===== config.mk =====
export PLATFORM = sky130hd
export DESIGN_NAME = isar_fifo
export DESIGN_NICKNAME = d
export VERILOG_FILES = /design/src/rtl/isar_pkg.sv /design/src/rtl/isar_fifo.sv
export SDC_FILE = /design/constraint.sdc
export NUM_CORES = 1
export LEC_CHECK = 0
export BUFFER_PORTS_ARGS = -buffer_cell sky130_fd_sc_hd__clkbuf_2
export CORE_ASPECT_RATIO = 1.4
export CORE_UTILIZATION = 35
export DETAILED_ROUTE_END_ITERATION = 16
export PLACE_DENSITY = 0.63
export SLEW_MARGIN = 20
export SYNTH_ARGS = -nofsm -noshare
export SYNTH_HDL_FRONTEND = slang
export SYNTH_SLANG_ARGS = --single-unit
export TNS_END_PERCENT = 50

===== constraint.sdc =====
create_clock -name clk -period 1.8 [get_ports clk]
set_clock_uncertainty 0.05 [all_clocks]
set_input_delay 0.09 -clock clk [delete_from_list [all_inputs] [get_ports clk]]
set_output_delay 0.09 -clock clk [all_outputs]
set_load 0.1 [all_outputs]

===== src/rtl/isar_pkg.sv =====
`timescale 1ns / 1ps

package isar_pkg;

  localparam int MAX_INTERVALS = 64;
  localparam int POSITION_BITS = 32;
  localparam int QUEUE_DEPTH   = 2;

  localparam logic       CMD_ADD    = 1'b0;
  localparam logic       CMD_REMOVE = 1'b1;

  localparam logic [1:0] STATUS_DONE = 2'd0;
  localparam logic [1:0] STATUS_FULL = 2'd1;
  localparam logic [1:0] STATUS_BAD  = 2'd2;

  typedef struct packed {
    logic        command;
    logic [31:0] range_low;
    logic [31:0] range_high;
  } in_t;

  typedef struct packed {
    logic [6:0] interval_total;
    logic [1:0] status;
  } out_t;

  typedef enum logic [1:0] {
    OP_ADD,
    OP_REMOVE,
    OP_BAD
  } op_t;

  typedef enum logic [2:0] {
    ST_IDLE,
    ST_ISSUE,
    ST_EVAL,
    ST_WRITE2,
    ST_TAIL,
    ST_RESP
  } state_t;

endpackage


===== src/rtl/isar_fifo.sv =====
`timescale 1ns / 1ps

module isar_fifo #(
  parameter int WIDTH = 8,
  parameter int DEPTH = isar_pkg::QUEUE_DEPTH
) (
  input  logic             clk,
  input  logic             rst,
  input  logic             push,
  input  logic [WIDTH-1:0] wr_data,
  output logic             full,
  input  logic             pop,
  output logic [WIDTH-1:0] rd_data,
  output logic             empty
);

  localparam int PTR_BITS = (DEPTH > 1) ? $clog2(DEPTH) : 1;
  localparam int CNT_BITS = $clog2(DEPTH + 1);

  logic [WIDTH-1:0]    mem [DEPTH];
  logic [PTR_BITS-1:0] wptr;
  logic [PTR_BITS-1:0] rptr;
  logic [CNT_BITS-1:0] fill;
  logic                do_push;
  logic                do_pop;

  assign full    = (fill == CNT_BITS'(DEPTH));
  assign empty   = (fill == '0);
  assign do_push = push && !full;
  assign do_pop  = pop && !empty;
  assign rd_data = mem[rptr];

  always_ff @(posedge clk) begin
    if (do_push) begin
      mem[wptr] <= wr_data;
    end
  end

  always_ff @(posedge clk) begin
    if (rst) begin
      wptr <= '0;
      rptr <= '0;
      fill <= '0;
    end else begin
      if (do_push) begin
        wptr <= (wptr == PTR_BITS'(DEPTH - 1)) ? '0 : wptr + PTR_BITS'(1);
      end
      if (do_pop) begin
        rptr <= (rptr == PTR_BITS'(DEPTH - 1)) ? '0 : rptr + PTR_BITS'(1);
      end
      if (do_push && !do_pop) begin
        fill <= fill + CNT_BITS'(1);
      end else if (do_pop && !do_push) begin
        fill <= fill - CNT_BITS'(1);
      end
    end
  end

  assert property (@(posedge clk) disable iff (rst) fill <= CNT_BITS'(DEPTH))
    else $error("queue fill above depth");
  assert property (@(posedge clk) disable iff (rst)
    (do_push && !do_pop) |=> (fill == $past(fill) + CNT_BITS'(1)))
    else $error("queue fill did not grow on push");
  assert property (@(posedge clk) disable iff (rst) empty |-> (wptr == rptr))
    else $error("empty queue with unequal pointers");

endmodule


# [Yosys cells after proc, flatten, opt, wreduce, memory -nomap -nowiden]
# Memories as Yosys holds them, arrays and structs flattened. A register that Yosys moved wholly into a read port is not among the register bits.
# Index checks and enable logic that the tools add are counted.
# Widths: inputs -> output; s select.
[classes] shifts=0 mul=0 n_addsub=4 magnitude_cmp=0 eq_ne=1 n_reduce_logical=10 div_mod_pow=0 mux=8 bitwise=0
[op_table] cell="$mux 1" n=6
[op_table] cell="$logic_and 1x1->1" n=4
[op_table] cell="$logic_not 1->1" n=4
[op_table] cell="$mux 2" n=2
[op_table] cell="$add 1x1->1 const B" n=2
[op_table] cell="$add 2x1->2 const B" n=1
[op_table] cell="$eq 2x2->1 const B" n=1
[op_table] cell="$logic_not 2->1" n=1
[op_table] cell="$reduce_bool 2->1" n=1
[op_table] cell="$sub 2x1->2 const B" n=1
[word_totals] memories=1 mem_bits_rw=16 ff_bits=4 latch_bits=0 romBits=0 output_inout_bits=10
[memory_table] name="mem" words=2 word_bits=8 rd=1 rd_clocked_by_memory_dff=1 write_ports=1 line="isar_fifo.sv:20" source="logic [WIDTH-1:0] mem [DEPTH];"

# [Depth between registers and ports, before layout]
[depth] word_depth=7 depth_mapped=6 depth_no_buf=6

# [Worst setup path before layout]
# Ideal clock, no wire load.
[synth_timing] path_type="register to register" start="register fill[1]" end="register fill[1]" stages_incl_launch_ff=6 path_buffers=0 t_arrival_ps=2165 period_less_slack_ps=2285 required_time_ps=1680 setup_slack_ps=-485 path_cell_list="dfxtp_1 nor2b_2 nor2_1 ha_1 or3_1 a21oi_1"
[synth_between] elab_chain_cells=6 word_cells_on_any_way=15 classes_between="add/sub (2); eq/ne (1); mux (2); reduce/logical (10)"
[synth_rtl] item="from (decl)" line="isar_fifo.sv:23" source="logic [CNT_BITS-1:0] fill;"
[synth_rtl] item="from (signal assigned)" line="isar_fifo.sv:52" source="fill <= fill + CNT_BITS'(1);"
[synth_rtl] item="from (signal assigned)" line="isar_fifo.sv:54" source="fill <= fill - CNT_BITS'(1);"
[synth_rtl] item="$eq 2x2->1 (*)" line="isar_fifo.sv:27" source="assign full = (fill == CNT_BITS'(DEPTH));"
[synth_rtl] item="net full" line="isar_fifo.sv:11" source="output logic full,"
[synth_rtl] item="$logic_not 1->1 (*)" line="isar_fifo.sv:29" source="assign do_push = push && !full;"
[synth_rtl] item="$logic_and 1x1->1 (*)" line="isar_fifo.sv:29"
[synth_rtl] item="$logic_not 1->1" line="isar_fifo.sv:53" source="end else if (do_pop && !do_push) begin"
[synth_rtl] item="$logic_and 1x1->1" line="isar_fifo.sv:53"
[synth_rtl] item="$reduce_bool 2->1 (no line)"
# The timed path passes the listed nets; every way through them passes the cells marked *. The select of a mux whose other input is x is not followed.
# A chain may end at the register's enable or synchronous reset.

==> impl_metrics.json <==
{
  "period_share": 0.907,
  "synth-seq-area-share": 0.732,
  "avgRoutedWirePerCell_um": 11.3,
  "rrSetupSlack_ns": 0.19,
  "r2r-start": "fill[0]",
  "postSynthAreaPerCell_um2": 15.9,
  "numClockSinks": 21,
  "r2r_cells": 4,
  "synth_compound_area_frac": 0.0315,
  "clock_latency_ns": 0.30,
  "slowest_stage": "dfxtp_2",
  "muxShareOfSynthArea": 0.114,
  "worst-setup-path-type": "reg2out",
  "cts-buffers-inserted": 3,
  "netlist_instances": 50,
  "fillers": 207,
  "clock.fmax_ghz": 0.613,
  "root_buffer": "clkbuf_4",
  "io_pins": 22,
  "clock_path_buffers": 2,
  "synth-xor-area-share": 0.0331,
  "drc": 1,
  "grt_pass1_vias": 458,
  "vias_per_cell": 4.50,
  "ys_types": 13,
  "dieArea_um2": 2460,
  "min_delay_path_depth": 4,
  "violations": "design-rule violations",
  "worstMarginPinSlew_ns": 0.542,
  "rows": 20,
  "path_max_fanout": 8,
  "cts_setup_buffers": 0,
  "slew_viol_final": 0,
  "timing.final.hold_violations": 0,
  "dpl.hpwl_um": 889,
  "cp-start-kind": "register",
  "synth_top_area_cell": "edfxtp_1",
  "initial_core_util": 0.369,
  "fin_setup_tns_ns": 0,
  "required_ns": 1.66,
  "ys.warnings.count": 0,
  "die_w_um": 42.2,
  "cp-end-kind": "primary output",
  "cts_tree": "built",
  "area_delta_synth_final_pct": 32.0,
  "grt_max_degree": 13,
  "core_area_um2": 2150,
  "ant_nets": 0,
  "critical_path.reg2reg.endpoint": "fill[1]",
  "synth_top_family_by_area": "multiplexers",
  "period_needed_ns": 1.63,
  "netlist_area_um2": 793,
  "die_h_um": 58.3,
  "synth_top_area_frac": 0.606,
  "status": "finished with violations",
  "synthSimpleGateAreaFrac": 0.0584,
  "stdcell_area_um2": 1050,
  "drtIter0Drc": 7,
  "max_slew_margin": 0.640,
  "rsz0062_at_grt": "false",
  "synth_area_leaders": "edfxtp_1 61%, dfxtp_1 13%, mux2_2 11%",
  "ys_ff_latch": 21,
  "cp_cell_sequence": "mux2_2, clkbuf_2",
  "path_clk_slew_ns": 0.12,
  "placed_cell_area_um2": 928,
  "finalSetupViolations": 0,
  "min_path_type": "in2reg",
  "antenna_found_initial": 0,
  "portBuffers": 21,
  "grt_pass1_wl_um": 1940,
  "dr.pass1.iters": 10,
  "hp-start": "push",
  "grt_usage": 0.109,
  "ctsHtreeMaxLevel": 1,
  "vias": 473,
  "gp_congestion": 0.668,
  "syn_nets": 63,
  "antenna_cells": 0,
  "maxCapViolCount": 0,
  "drive_gt1_frac": 0.446,
  "hold_end": "wptr",
  "overflow": 0,
  "synth_fa_ha_area_frac": 0.0158,
  "final_nets": 97,
  "crit_arrival_ns": 1.49,
  "critical-path-max-stage-delay_ns": 0.45,
  "drt-total-wl_um": 1180
}
[Yosys cell counts]
master and number:
edfxtp_1 16, ha_1 1, buf_2 1, dfxtp_1 5
and2_1 1, mux2_2 8, o21ai_0 3, or3_1 2
nor2_1 5, xor2_1 3, a21oi_1 2, inv_1 2
nor2b_2 1
[flip-flops by register name, indices dropped and copies added, names as in the netlist, named ones only]
name / cells
fill: 2
mem: 16
rptr: 1
wptr: 1
[kinds of logic (layout without fill, tap and decap cells)]
logic type / count (synthesis) / after routing
flops: 21 / 21
simple gates: 9 / 9
mux: 8 / 8
compound gates: 5 / 5
xor+xnor: 3 / 3
buf+inv: 3 / 36
fa+ha+maj: 1 / 1
[metal layers]
metal  vias to the layer above  routed length (um)  global-route usage
li1                        246                   -                   -
met1                       209                 496               0.121
met2                        16                 593               0.182
met3                         2                  79              0.0245
met4                         0                  12              0.0804
met5                         -                   0                   0
[worst max-delay path, delay by kind of cell, from the launching register on]
kind	cells	cell delay, ns
mux	1	0.37
buf+inv	1	0.37
flops	1	0.45
[cell usage in the layout, fill, tap and decap left out, types with 2 or more instances in the layout]
cell type / Yosys / final
clkbuf_2: 0 / 21
edfxtp_1: 16 / 16
dfxtp_2: 0 / 3
dfxtp_1: 5 / 2
dlygate4sd3_1: 0 / 9
mux2_2: 8 / 8
nor2_1: 5 / 5
xor2_1: 3 / 3
a21oi_1: 2 / 2
inv_1: 2 / 2
or3_1: 2 / 2
o21ai_0: 3 / 3
clkbuf_4: 0 / 3
[repair_timing]
action	4_1_cts	5_1_grt
hold buffers	9	0
resized for setup	0	1
setup endpoints to repair	0	8
hold endpoints to repair	21	0
[through the flow]
step | std cells | util | setup WS (ns) | hold WS (ns)
6_report | 105 | 0.487 | 0.167 | 0.112
3_3_place_gp | 92 | 0.431 | 0.319 | 0.230
2_1_floorplan | 50 | - | -0.120 | 0.102
3_5_place_dp | 92 | 0.431 | 0.190 | 0.233
4_1_cts | 105 | 0.486 | 0.00435 | 0.0985
5_1_grt | 105 | 0.487 | 0.0883 | 0.137
[worst max path at each step]
| stage | from | end | slack (ns) | cells after the start |
|---|---|---|---|---|
| finish | register | rd_data[6] | 0.17 | 2 |
| global route | register | rd_data[6] | 0.09 | 2 |
| CTS | register | rd_data[6] | 0.004 | 2 |
| detailed placement | fill[0] | fill[1] | 0.19 | 4 |
| global placement | fill[0] | fill[1] | 0.32 | 4 |
| floorplan | fill[1] | fill[1] | -0.12 | 5 |
[layout make-up]
type / instances / area, um2 / share of cell area
Clock buffer: 3 / 22.5 / 0.0215
Clock inverter: 1 / 5.00 / 0.00478
Inverter: 2 / 7.51 / 0.00717
Multi-Input combinational cell: 26 / 205 / 0.196
Sequential cell: 21 / 584 / 0.558
Tap cell: 22 / 27.5 / 0.0263
Timing Repair Buffer: 30 / 195 / 0.186
Power is left out: the tool's default activity adds up to more than one toggle a clock period on the data nets, which glitch-free logic cannot reach.
