--- src/rtl/isar_pkg.sv ---
`timescale 1ns / 1ps

package isar_pkg;

  localparam int MAX_INTERVALS = 64;
  localparam int POSITION_BITS = 32;
  localparam int QUEUE_DEPTH   = 2;

  localparam logic       CMD_ADD    = 1'b0;
  localparam logic       CMD_REMOVE = 1'b1;

  localparam logic [1:0] STATUS_DONE = 2'd0;
  localparam logic [1:0] STATUS_FULL = 2'd1;
  localparam logic [1:0] STATUS_BAD  = 2'd2;

  typedef struct packed {
    logic        command;
    logic [31:0] range_low;
    logic [31:0] range_high;
  } in_t;

  typedef struct packed {
    logic [6:0] interval_total;
    logic [1:0] status;
  } out_t;

  typedef enum logic [1:0] {
    OP_ADD,
    OP_REMOVE,
    OP_BAD
  } op_t;

  typedef enum logic [2:0] {
    ST_IDLE,
    ST_ISSUE,
    ST_EVAL,
    ST_WRITE2,
    ST_TAIL,
    ST_RESP
  } state_t;

endpackage

--- src/rtl/isar_fifo.sv ---
`timescale 1ns / 1ps

module isar_fifo #(
  parameter int WIDTH = 8,
  parameter int DEPTH = isar_pkg::QUEUE_DEPTH
) (
  input  logic             clk,
  input  logic             rst,
  input  logic             push,
  input  logic [WIDTH-1:0] wr_data,
  output logic             full,
  input  logic             pop,
  output logic [WIDTH-1:0] rd_data,
  output logic             empty
);

  localparam int PTR_BITS = (DEPTH > 1) ? $clog2(DEPTH) : 1;
  localparam int CNT_BITS = $clog2(DEPTH + 1);

  logic [WIDTH-1:0]    mem [DEPTH];
  logic [PTR_BITS-1:0] wptr;
  logic [PTR_BITS-1:0] rptr;
  logic [CNT_BITS-1:0] fill;
  logic                do_push;
  logic                do_pop;

  assign full    = (fill == CNT_BITS'(DEPTH));
  assign empty   = (fill == '0);
  assign do_push = push && !full;
  assign do_pop  = pop && !empty;
  assign rd_data = mem[rptr];

  always_ff @(posedge clk) begin
    if (do_push) begin
      mem[wptr] <= wr_data;
    end
  end

  always_ff @(posedge clk) begin
    if (rst) begin
      wptr <= '0;
      rptr <= '0;
      fill <= '0;
    end else begin
      if (do_push) begin
        wptr <= (wptr == PTR_BITS'(DEPTH - 1)) ? '0 : wptr + PTR_BITS'(1);
      end
      if (do_pop) begin
        rptr <= (rptr == PTR_BITS'(DEPTH - 1)) ? '0 : rptr + PTR_BITS'(1);
      end
      if (do_push && !do_pop) begin
        fill <= fill + CNT_BITS'(1);
      end else if (do_pop && !do_push) begin
        fill <= fill - CNT_BITS'(1);
      end
    end
  end

  assert property (@(posedge clk) disable iff (rst) fill <= CNT_BITS'(DEPTH))
    else $error("queue fill above depth");
  assert property (@(posedge clk) disable iff (rst)
    (do_push && !do_pop) |=> (fill == $past(fill) + CNT_BITS'(1)))
    else $error("queue fill did not grow on push");
  assert property (@(posedge clk) disable iff (rst) empty |-> (wptr == rptr))
    else $error("empty queue with unequal pointers");

endmodule

--- src/rtl/isar_front.sv ---
`timescale 1ns / 1ps

module isar_front #(
  parameter int POSITION_BITS = isar_pkg::POSITION_BITS
) (
  input  logic                         clk,
  input  logic                         rst,
  input  logic                         push,
  input  isar_pkg::in_t                request,
  output logic                         full,
  input  logic                         q_pop,
  output logic [2*POSITION_BITS+1:0]   q_data,
  output logic                         q_empty
);

  localparam int PW = POSITION_BITS;

  logic [PW+31:0]        lo_ext;
  logic [PW+31:0]        hi_ext;
  logic [PW-1:0]         lo;
  logic [PW-1:0]         hi;
  isar_pkg::op_t         op;
  logic [2*PW+1:0]       item;

  assign lo_ext = {{PW{1'b0}}, request.range_low};
  assign hi_ext = {{PW{1'b0}}, request.range_high};
  assign lo     = lo_ext[PW-1:0];
  assign hi     = hi_ext[PW-1:0];

  always_comb begin
    if (lo > hi) begin
      op = isar_pkg::OP_BAD;
    end else if (request.command == isar_pkg::CMD_REMOVE) begin
      op = isar_pkg::OP_REMOVE;
    end else begin
      op = isar_pkg::OP_ADD;
    end
  end

  assign item = {op, lo, hi};

  isar_fifo #(
    .WIDTH (2 * PW + 2),
    .DEPTH (isar_pkg::QUEUE_DEPTH)
  ) u_queue (
    .clk     (clk),
    .rst     (rst),
    .push    (push),
    .wr_data (item),
    .full    (full),
    .pop     (q_pop),
    .rd_data (q_data),
    .empty   (q_empty)
  );

endmodule

--- config.mk ---
export PLATFORM = sky130hd
export DESIGN_NAME = isar_front
export DESIGN_NICKNAME = d
export VERILOG_FILES = /design/src/rtl/isar_pkg.sv /design/src/rtl/isar_fifo.sv /design/src/rtl/isar_front.sv
export SDC_FILE = /design/constraint.sdc
export NUM_CORES = 1
export LEC_CHECK = 0
export BUFFER_PORTS_ARGS = -buffer_cell sky130_fd_sc_hd__buf_2
export CORE_MARGIN = 2
export CORE_UTILIZATION = 54
export DETAILED_ROUTE_END_ITERATION = 8
export PLACE_DENSITY = 0.8
export SYNTH_ARGS = -nofsm -noshare
export SYNTH_HDL_FRONTEND = slang
export SYNTH_SLANG_ARGS = --single-unit
--- constraint.sdc ---
create_clock -name clk -period 4.8 [get_ports clk]
set_input_delay 0.96 -clock clk [delete_from_list [all_inputs] [get_ports clk]]
set_output_delay 0.96 -clock clk [all_outputs]
set_load 0.005 [all_outputs]
# Yosys cells after proc, flatten, opt, wreduce, memory -nomap -nowiden

Memory sizes are Yosys's and may differ from the RTL's. A register that Yosys moved wholly into a read port is not among the register bits.
Cells that the tools add are included.

Flip-flop bits (word level): 4
RAM bits: 132
Input bits: 69
Word-level logic and storage cells: 30
Memories: 1

Memory list:

| memory      | words | width | rd ports | clocked after memory_dff | write ports | RTL line        | source |
|---|---|---|---|---|---|---|---|
| u_queue.mem | 2     | 66    | 1        | 1                        | 1           | isar_fifo.sv:20 | `logic [WIDTH-1:0] mem [DEPTH];` |

Add/subtract/negate cells: 4
Order comparisons: 1
Eq/ne operators: 1
Mux-type cells: 10
Reductions and logical operators: 10

Operators by type and width:

| cell                                                               | count |
|---|---|
| 32-bit > comparator                                                | 1 |
| 1-bit 2-to-1 mux                                                   | 7 |
| 2-bit 2-to-1 mux                                                   | 3 |
| 1-bit logical AND                                                  | 4 |
| 1-bit zero test                                                    | 4 |
| 1-bit adder, second input constant                                 | 2 |
| 2-bit by 1-bit adder with 2-bit output, second input constant      | 1 |
| 2-bit equality test, second input constant                         | 1 |
| 2-bit zero test                                                    | 1 |
| 2-bit nonzero test                                                 | 1 |
| 2-bit by 1-bit subtractor with 2-bit output, second input constant | 1 |

# Logic depth before layout (Yosys ltp)

Gate-level depths: netlist of run 1.

Word-level depth: 7
Mapped depth: 7
Depth with buffers taken out: 7

# By module

From an unflattened synthesis of run 1, not the netlist that was laid out.

Cells, all modules: 346
Area, all modules: 5829.3 um2

By module, submodules not included:

| module     | instances | cells each | area each (um2) | seq. area each (um2) |
|---|---|---|---|---|
| isar_fifo  | 1         | 230        | 4987.3          | 4063.9 |
| isar_front | 1         | 116        | 842.1           | 0.0 |

# Worst setup path after synthesis of run 1

No wires, ideal clock.

Kind: input to register
From: in push
To: mem u_queue.mem[0][0] (netlist bit) (enable)
Setup time: 0.490 ns
Arrival time: 3.805 ns
Slack: 0.505 ns
Stages: 2
Path buffers: 0
Cell sequence: nand2_1 -> nor2_1

Longest elaborated chain between the ends: 3

Ends and longest elaborated chain:

| element                                | RTL line        | source |
|---|---|---|
| start: declaration                     | isar_front.sv:8 | `input logic push,` |
| 1-bit logical AND                      | isar_fifo.sv:29 | `assign do_push = push && !full;` |
| 1-bit 2-to-1 mux                       | isar_fifo.sv:34 | `if (do_push) begin` |
| 1-bit 2-to-1 mux (implied by the code) | isar_fifo.sv:35 | `mem[wptr] <= wr_data;` |
| end: declaration                       | isar_fifo.sv:20 |  |

Every way passes these cells.

==> key figures, run 1 <==
Power
  • Combinational Power Share: 0.213
  • Clock share of power: 0.347
  • Pint: about 2.7 mW
  • Pwr/cell area: approximately 500 nW/µm²
  • Static Leak: around 3 nW
  • Sw Share: 0.257
  • Flop pwr share: 0.441
  • Psw: 0.943 mW
  • Max IR drop VDD: between 0.3 and 0.4 mV

Detailed routing
  • Total Wirelength: 10,900 µm
  • DRT antenna net count: 0
  • TritonRoute pass-1 iters: 4
  • Vias per cell: around 5.2
  • Routed wire per std cell: 16.9 µm
  • Vias: 3,369
  • 1st-iter DRT viols: between 100 and 150
  • DRC Markers: 0

Clock network
  • Clock Path Buffers: 2
  • CTS root buffer: clkbuf_8
  • Setup Buffers After CTS: 0
  • Clk slew on worst S/H paths: around 60 ps
  • H-tree levels: 4
  • CTS tree: done
  • Worst skew pair latency: between 500 and 600 ps
  • # resized after CTS: 0
  • Cts hold-fix bufs: 0
  • TritonCTS Buffers: 17
  • Clock sink count: ~140

STA
  • Max-slew headroom: 0.379
  • Crit share post-route: 0.703
  • Hold Vio Cnt, Final: 0
  • RSZ-0062 raised after global routing: false
  • Fin. max-slew vios: 0
  • Total negative slack: 0 ps
  • Final setup viols: 0
  • FMAX: 296 MHz
  • Min cycle time layout: 3370 ps
  • Slew @ Worst Pin: a little over 900 ps
  • Clock Skew: between 6 and 7 ps

Finish
  • Share of cells above drive strength 1: 0.476
  • Area growth from synthesis to layout: 25.1%
  • NumNets Final: 599
  • Diodes inserted: 0
  • Finished Cell Area: between 7000 and 8000 µm²

GRT
  • First-pass GRT wire length: ~17,000 µm
  • Largest net degree at the start of global routing: 37
  • Vias in the first global route: ~3,500
  • Initial antenna violation count: 0
  • All-layer global routing usage: 0.194
  • Remaining global-route overflow: 0

Worst setup path
  • Crit path capture type: output port
  • CP Class: flop to output port
  • Critical Path Source Type: flop
  • Crit-path max FO: 35
  • Slowest-stage cell, CP: dfxtp_2
  • Arrival time worst endpoint: 2410 ps
  • Top delay family on crit path: flip-flops
  • Worst path required time: about 3800 ps
  • Critical path cell sequence: buf_4 > mux2_2 > buf_2
  • Worst path max stage delay: about 800 ps
  • Crit path buf inv count: 2

Logic synthesis
  • Synth Warn #: 0
  • Post-synthesis cell area: between 5000 and 6000 µm²
  • Post-synth top area share: 0.684
  • Synth area leader: edfxtp_1
  • Netlist cell types: 30
  • Area contributors post-synth: edfxtp_1 (68%), mux2_2 (13%), ha_1 (7.1%)
  • Mapped Cells: approximately 350
  • FF+latch count, synth: between 100 and 150
  • Synth Net Count: between 400 and 500
  • Syn Area/Cell: 16.8 µm²
  • Register area share after synthesis: 0.701

Hold path
  • Worst hold path type: flop to flop

Floorplan
  • I/O pin cnt: ~140
  • Die H: around 110 µm
  • Starting density of the core: 0.559
  • Site row count: 37
  • Die width: ~110 µm
  • Area of the die: 11,600 µm²
  • Floorplan core area: just over 10,000 µm²

Placement
  • Routability congestion estimate: ~0.77
  • PortBufs: 136
  • Detailed Place HPWL: about 7400 µm
  • Dpl cell area: about 6700 µm²

Run status
  • Run status: finished clean

Flow run
  • Max_cap viols: 0
## cell type report
class,instances,area (µm²)
tap,136,170
timing repair buffer,139,716
inverter,35,131
multi-input combinational,167,1580
sequential,137,4070
clock inverter,15,176
clock buffer,17,414
fill,735,3120
## through the flow
stage,worst slack (ps),cells,power (mW),util,hold slack (ps)
2_1_floorplan,505,346,2.09,-,472
3_3_place_gp,1880,614,2.41,0.642,489
3_5_place_dp,1900,614,2.43,0.642,503
4_1_cts,1350,646,3.71,0.699,518
5_1_grt,1230,646,3.83,0.699,567
6_report,1430,646,3.67,0.699,517
## sequential cells by signal (all words and copies together) (netlist names), named ones only
signal / count
u_queue.fill: 2
u_queue.mem: 132
u_queue.rptr: 1
u_queue.wptr: 1
## layout by cell type (no fill, tap or decap), types with 2 or more instances in the layout
cell	instances
a21o_1	2
a21oi_1	14
buf_2	136
buf_4	2
bufinv_16	3
clkbuf_16	16
clkinv_1	2
clkinv_4	3
clkinvlp_4	4
dfxtp_1	4
edfxtp_1	132
ha_1	33
inv_1	35
inv_6	2
mux2_2	66
nand2_1	5
nand3_1	3
nand4_1	8
nor2_1	8
nor2b_1	2
nor4_1	2
o21ai_0	6
xor2_1	4
## logic make-up (layout without fill, tap and decap cells)
group	Yosys count	after routing	share of synthesized area
buffers and inverters	42	206	0.0281
and+or+nand+nor	35	35	0.0330
adders and majority gates	33	33	0.0712
AOI/OAI and AO/OA	29	29	0.0322
xor gates and xnor gates	4	4	0.00604
muxes	66	66	0.128
DFF	137	137	0.701
## tightest hold or removal path, cell delays in order (launching register included)
cell,delay [ps]
dfxtp_1,330
xor2_1,80
nor2_1,70
## cells in the mapped netlist, drive strengths merged
cell and number:
edfxtp 132, mux2 66, inv 35, ha 33, a21oi 14, nor2 9
nand4 8, o21ai 6, dfxtp 5, nand2 5, buf 4, xor2 4
clkbuf 3, nand3 3, nor2b 3, a21o 2, nor4 2, a2111oi 1
a211oi 1, a221oi 1, a22o 1, a22oi 1, a311oi 1, and3 1
nand2b 1, nor3 1, o211ai 1, or3 1, or4 1
## final timing paths
kind / start / endpoint / slack, ps / depth (start not counted)
hold / removal: u_queue.rptr$_SDFFE_PP0P_ / u_queue.rptr$_SDFFE_PP0P_ / 520 / 2
setup reg to reg: u_queue.fill[0]$_SDFFE_PP0P_ / u_queue.mem[1][46]$_DFFE_PP_ / 2550 / 3
setup / recovery: flop / q_data[65] / 1430 / 3
hold reg to reg: u_queue.rptr$_SDFFE_PP0P_ / u_queue.rptr$_SDFFE_PP0P_ / 520 / 2
## power by group through the flow
stage | clock network [mW] | registers (mW) | logic, mW
floorplan | 0 | 1.60 | 0.489
global placement | 0 | 1.63 | 0.775
detailed placement | 0 | 1.64 | 0.787
CTS | 1.29 | 1.62 | 0.795
global route | 1.34 | 1.64 | 0.858
finish | 1.27 | 1.62 | 0.780
## routing by layer
layer,up-vias,track usage,wire length (µm)
li1,1633,-,-
met5,-,0,0
met2,119,0.323,5430
met4,0,0.0696,108
met3,10,0.0757,762
met1,1607,0.228,4640
Note: power is estimated with default switching activity, not from simulation.
==> run 2: changes to the inputs <==
Settings changed: CORE_UTILIZATION 54 to 48, PLACE_DENSITY 0.8 to 0.75.
Clock period 4.8 ns to 3.1 ns, I/O delays scaled along.
==> run 2 against run 1 <==
Via count fell by 0.30%. Hold slack got worse by 110 ps. Routed wire length increased by 1.0%. Combinational power is 62% higher. Sequential share of layout area decreased by 0.17 points. Clock skew is 0.96 ps higher. First-iteration DRC count rose by 31%. Utilization shrank 8.9 points. Critical path type unchanged. Largest cell class unchanged. Final area increased by 0.31%. Cell count rose by 2.2%.
==> key figures, run 2 (synthesized netlist as in run 1, its figures left out) <==
Run status
  • Run status: finished clean (unchanged)

Worst setup path
  • Crit path capture type: output port (unchanged)
  • Worst path max stage delay: 600 ps (was 800 ps)
  • Reg2reg path depth: 3 (unchanged)
  • Reg-to-Reg End: u_queue.mem[1][55]$_DFFE_PP_ (was u_queue.mem[1][46]$_DFFE_PP_)
  • Worst path required time: 2480 ps (was 3840 ps)
  • Critical Path Source Type: flop (unchanged)
  • RR Startpoint: u_queue.fill[0]$_SDFFE_PP0P_ (unchanged)
  • CP Class: flop to output port (unchanged)
  • Slowest-stage cell, CP: dfxtp_2 (unchanged)
  • Crit path capture: q_data[2] (was q_data[65])
  • Crit-path max FO: 50 (was 35)
  • Arrival time worst endpoint: 1910 ps (was 2410 ps)
  • Critical path cell sequence: buf_12 > mux2_2 > buf_2 (was buf_4 > mux2_2 > buf_2)
  • Internal reg-to-reg setup slack: 1140 ps (was 2550 ps)

Placement
  • Routability congestion estimate: 0.731 (was 0.768)
  • Detailed Place HPWL: 7580 µm (was 7410 µm)
  • Pre-CTS setup slack: 551 ps (was 1900 ps)
  • PortBufs: 136 (unchanged)

Hold path
  • Worst hold stages: 1 (was 2)
  • Worst hold path type: input pin to flop (was flop to flop)

Power
  • Sw Share: 0.252 (was 0.257)
  • Psw: 1.43 mW (was 0.943 mW)
  • Pwr/cell area: 782 nW/µm² (was 506 nW/µm²)
  • Max IR drop VDD: 0.530 mV (was 0.308 mV)
  • Clock share of power: 0.343 (was 0.347)
  • Combinational Power Share: 0.221 (was 0.213)
  • Pint: 4.25 mW (was 2.72 mW)
  • Final Power: 5.69 mW (was 3.67 mW)
  • Flop pwr share: 0.435 (was 0.441)
  • Static Leak: 2.95 nW (was 2.93 nW)

Clock network
  • Worst skew pair latency: 420 ps (was 510 ps)
  • # resized after CTS: 0 (unchanged)
  • CTS tree: done (unchanged)
  • Clock sink count: 137 (unchanged)
  • TritonCTS Buffers: 17 (unchanged)
  • H-tree levels: 4 (unchanged)
  • Setup Buffers After CTS: 0 (unchanged)
  • CTS root buffer: clkbuf_16 (was clkbuf_8)
  • Cts hold-fix bufs: 0 (unchanged)
  • Clk slew on worst S/H paths: 50 ps (was 60 ps)
  • Clock Path Buffers: 2 (unchanged)

STA
  • Clock Skew: 7.88 ps (was 6.91 ps)
  • Final setup viols: 0 (unchanged)
  • RSZ-0062 raised after global routing: false (unchanged)
  • Total negative slack: 0 ps (unchanged)
  • Max-slew headroom: 0.519 (was 0.379)
  • Crit share post-route: 0.815
  • FMAX: 396 MHz
  • Slew @ Worst Pin: 721 ps (was 929 ps)
  • Hold Vio Cnt, Final: 0 (unchanged)
  • Setup WS post-layout: 575 ps (was 1430 ps)
  • Fin. max-slew vios: 0 (unchanged)
  • Min cycle time layout: 2530 ps

Detailed routing
  • 1st-iter DRT viols: 157 (was 120)
  • Vias per cell: 5.09 (was 5.22)
  • DRT antenna net count: 0 (unchanged)
  • TritonRoute pass-1 iters: 4 (unchanged)
  • Routed wire per std cell: 16.7 µm (was 16.9 µm)
  • DRC Markers: 0 (unchanged)
  • Vias: 3,359 (was 3,369)
  • Total Wirelength: 11,000 µm (was 10,900 µm)

GRT
  • Largest net degree at the start of global routing: 51 (was 37)
  • All-layer global routing usage: 0.178 (was 0.194)
  • Remaining global-route overflow: 0 (unchanged)
  • First-pass GRT wire length: 17,000 µm (was 16,700 µm)
  • Initial antenna violation count: 1 (was 0)
  • Vias in the first global route: 3,439 (was 3,478)

Flow run
  • Max_cap viols: 0 (unchanged)

Finish
  • Most common cell after layout, fill and taps aside: buf_2 (unchanged)
  • Sequential Area: 4070 µm² (unchanged)
  • Max FFs per register: 132 (unchanged)
  • Filler instances: 907 (was 735)
  • Area of the multi-input gates: 1580 µm² (unchanged)
  • Area growth from synthesis to layout: 25.5% (was 25.1%)
  • Share of cells above drive strength 1: 0.469 (was 0.476)
  • Top flop regs: u_queue.mem (132), u_queue.fill (2) (unchanged)
  • Most frequent cells in the layout: buf_2 (136), edfxtp_1 (132), mux2_2 (66) (unchanged)
  • Reg with most FFs: u_queue.mem (unchanged)
  • NumNets Final: 601 (was 599)

Floorplan
  • Die H: 114 µm (was 108 µm)
  • Area of the die: 13,000 µm² (was 11,600 µm²)
  • Floorplan core area: 11,900 µm² (was 10,400 µm²)
  • I/O pin cnt: 137 (unchanged)
  • Die width: 114 µm (was 108 µm)
  • Site row count: 40 (was 37)
  • Starting density of the core: 0.487 (was 0.559)
==> run 2: worst max-delay path: cells and delay by family, from the launching register on <==
family / cells / cell delay (ps)
muxes: 1 / 380
DFF: 1 / 600
buffers and inverters: 2 / 470
==> run 2: how the worst min path moves through the flow <==
stage,from,endpoint,slack (ps)
floorplan,u_queue.rptr$_SDFFE_PP0P_,flop,470
global placement,u_queue.fill[1]$_SDFFE_PP0P_,u_queue.fill[1]$_SDFFE_PP0P_,490
detailed placement,u_queue.rptr$_SDFFE_PP0P_,flop,500
CTS,request[1],u_queue.mem[0][1]$_DFFE_PP_,390
global route,request[12],u_queue.mem[1][12]$_DFFE_PP_,390
finish,request[12],u_queue.mem[1][12]$_DFFE_PP_,400
==> run 2: power groups by stage <==
stage          Clock (mW)  Combinational, mW  Sequential, mW
6_report             1.95               1.26            2.48
5_1_grt              2.07               1.38            2.51
4_1_cts              1.99               1.28            2.48
3_5_place_dp            0               1.27            2.52
3_3_place_gp            0               1.26            2.50
2_1_floorplan           0              0.759            2.47
==> run 2: layout make-up <==
class                           instances  share of cell area
Sequential cell                       137               0.559
Multi-Input combinational cell        167               0.217
Timing Repair Buffer                  141               0.102
Clock buffer                           21              0.0606
Tap cell                              147              0.0253
Inverter                               35              0.0181
Clock inverter                         11              0.0177
Antenna cell                            1            0.000344
==> run 2: layer usage <==
layer / up-vias / GRT usage / part of all wire
met4: 0 / 0.0854 / 0.019
li1: 1625 / - / -
met1: 1599 / 0.212 / 0.43
met3: 17 / 0.0696 / 0.080
met2: 118 / 0.285 / 0.47
met5: - / 0 / 0
==> run 2: metrics by stage <==
stage,util,cells,cell area (µm²),hold slack [ps]
after global placement,0.563,627,6700,492
after detailed placement,0.563,627,6700,503
after global routing,0.610,659,7270,387
after CTS,0.610,659,7270,387
final,0.611,660,7270,402
after floorplan,-,346,5800,472
==> run 3: changes to the inputs <==
Clock period 3.1 ns to 2.27 ns, I/O delays scaled along.
==> run 3 against run 2 <==
Largest cell class unchanged. Non-clock buffer count grew 4. Cell count grew 0.30%. Setup slack lost 340 ps. Clock-buffer cell count shrank 2. Sequential share of layout area shrank 0.55 points. Highest routed layer unchanged. First-iteration DRC count shrank 7.0%.
==> key figures, run 3 (synthesized netlist as in run 1, its figures left out) <==
STA
  • Final setup viols: 0 (unchanged)
  • FMAX: around 490 MHz
  • Min cycle time layout: 2030 ps
  • Hold Vio Cnt, Final: 0 (unchanged)
  • Setup WS post-layout: 238 ps (was 575 ps)
  • Max-slew headroom: 0.663 (was 0.519)
  • Clock Skew: 4.76 ps (was 7.88 ps)
  • Crit share post-route: 0.895
  • RSZ-0062 raised after global routing: false (unchanged)
  • Slew @ Worst Pin: 506 ps (was 721 ps)
  • Fin. max-slew vios: 0 (unchanged)

Detailed routing
  • DRT antenna net count: 0 (unchanged)
  • Vias: 3,360 (was 3,359)
  • Vias per cell: 5.08 (was 5.09)
  • Routed wire per std cell: 16.3 µm (was 16.7 µm)
  • Total Wirelength: 10,800 µm (was 11,000 µm)
  • 1st-iter DRT viols: 146 (was 157)
  • TritonRoute pass-1 iters: 5 (was 4)
  • DRC Markers: 0 (unchanged)

Floorplan
  • Starting density of the core: 0.487 (unchanged)
  • Die width: 114 µm (unchanged)
  • I/O pin cnt: 137 (unchanged)
  • Area of the die: 13,000 µm² (unchanged)
  • Die H: 114 µm (unchanged)
  • Floorplan core area: 11,900 µm² (unchanged)
  • Site row count: 40 (unchanged)

Worst setup path
  • Crit path capture type: output port (unchanged)
  • Arrival time worst endpoint: 1580 ps (was 1910 ps)
  • Worst path max stage delay: 400 ps (was 600 ps)
  • Crit-path max FO: 37 (was 50)
  • Critical Path Source Type: flop (unchanged)
  • Crit path buf inv count: 2 (unchanged)
  • Critical path cell sequence: buf_12 > mux2_2 > buf_2 (unchanged)
  • CP Class: flop to output port (unchanged)
  • Worst path required time: 1820 ps (was 2480 ps)
  • Slowest-stage cell, CP: mux2_2 (was dfxtp_2)
  • Top delay family on crit path: multiplexers (was flip-flops)

Clock network
  • Worst skew pair latency: 420 ps (about the same)
  • Clk slew on worst S/H paths: 60 ps (was 50 ps)
  • Setup Buffers After CTS: 0 (unchanged)
  • CTS tree: done (unchanged)
  • # resized after CTS: 0 (unchanged)
  • Cts hold-fix bufs: 0 (unchanged)
  • H-tree levels: 4 (unchanged)
  • CTS root buffer: clkbuf_16 (unchanged)
  • Clock sink count: 137 (unchanged)
  • Clock Path Buffers: 2 (unchanged)
  • TritonCTS Buffers: 17 (unchanged)

Finish
  • Reg with most FFs: u_queue.mem (unchanged)
  • Area growth from synthesis to layout: 26.7% (was 25.5%)
  • Diodes inserted: 0 (was 1)
  • Util after Layout: 0.617 (was 0.611)
  • Max FFs per register: 132 (unchanged)
  • Most frequent cells in the layout: buf_2 (136), edfxtp_1 (132), mux2_2 (66) (unchanged)
  • Final Non-Filler Cells: 662 (was 660)
  • Top flop regs: u_queue.mem (132), u_queue.fill (2) (unchanged)
  • Finished Cell Area: 7350 µm² (was 7270 µm²)
  • Most common cell after layout, fill and taps aside: buf_2 (unchanged)
  • NumNets Final: 605 (was 601)
  • Share of cells above drive strength 1: 0.472 (was 0.469)

Placement
  • Detailed Place HPWL: 7500 µm (was 7580 µm)
  • PortBufs: 136 (unchanged)
  • Placed Cells: 631 (was 627)
  • Routability congestion estimate: 0.744 (was 0.731)
  • Pre-CTS setup slack: -27.5 ps (was 551 ps)
  • Dpl cell area: 6760 µm² (was 6700 µm²)

GRT
  • Vias in the first global route: 3,386 (was 3,439)
  • All-layer global routing usage: 0.172 (was 0.178)
  • Remaining global-route overflow: 0 (unchanged)
  • Largest net degree at the start of global routing: 38 (was 51)
  • First-pass GRT wire length: 16,400 µm (was 17,000 µm)
  • Initial antenna violation count: 0 (was 1)

Power
  • Max IR drop VDD: 0.628 mV (was 0.530 mV)
  • Pwr/cell area: 1070 nW/µm² (was 782 nW/µm²)
  • Static Leak: 2.98 nW (was 2.95 nW)
  • Final Power: 7.88 mW (was 5.69 mW)

Run status
  • Run status: finished clean (unchanged)

Hold path
  • Worst hold path type: input pin to flop (unchanged)

Flow run
  • Max_cap viols: 0 (unchanged)
-- run 3: changes by cell type in the layout (fill, tap and decap cells not counted) --
cell and change:
diode_2 -1, buf_12 +2, clkbuf_1 -2, clkinv_2 -2, bufinv_16 +1, clkinv_1 +2
buf_4 +2
-- run 3: cell type report --
class	instances	area, µm²
clock buffers	19	433
flip-flops and latches	137	4070
fillers	890	4570
repair buffers	145	798
inverters	35	131
multi-input cells	167	1580
clock inverters	12	156
well taps	147	184
-- run 3: metal layers --
metal	vias up	GRT usage	routed length, µm
met5	-	0	0
met2	102	0.279	5280
li1	1633	-	-
met1	1612	0.198	4570
met3	13	0.0691	736
met4	0	0.0862	206
-- run 3: final timing paths --
kind | startpoint | end | slack [ps] | cells past startpoint
setup reg to reg | u_queue.fill[0]$_SDFFE_PP0P_ | u_queue.mem[1][63]$_DFFE_PP_ | 590 | 3
hold reg to reg | u_queue.rptr$_SDFFE_PP0P_ | u_queue.rptr$_SDFFE_PP0P_ | 510 | 2
hold / removal | request[9] | u_queue.mem[1][9]$_DFFE_PP_ | 240 | 1
setup / recovery | flop | q_data[65] | 240 | 3
-- run 3: power breakdown --
group / leakage [nW] / internal, mW / switching, mW
clock: 0.284 / 1.80 / 0.948
combinational: 1.42 / 0.902 / 0.879
sequential: 1.27 / 3.24 / 0.107
-- run 3: stage by stage --
stage / TNS (ps) / hold WS [ps]
after global placement: 0 / 488
after floorplan: 0 / 472
final: 0 / 237
after CTS: 0 / 218
after detailed placement: -55.0 / 496
after global routing: 0 / 225
-- run 3: worst register-to-register path, stage by stage (launching register included) --
cell,delay (ps)
dfxtp_1,410
nand2b_1,180
and3_2,500
buf_12,260
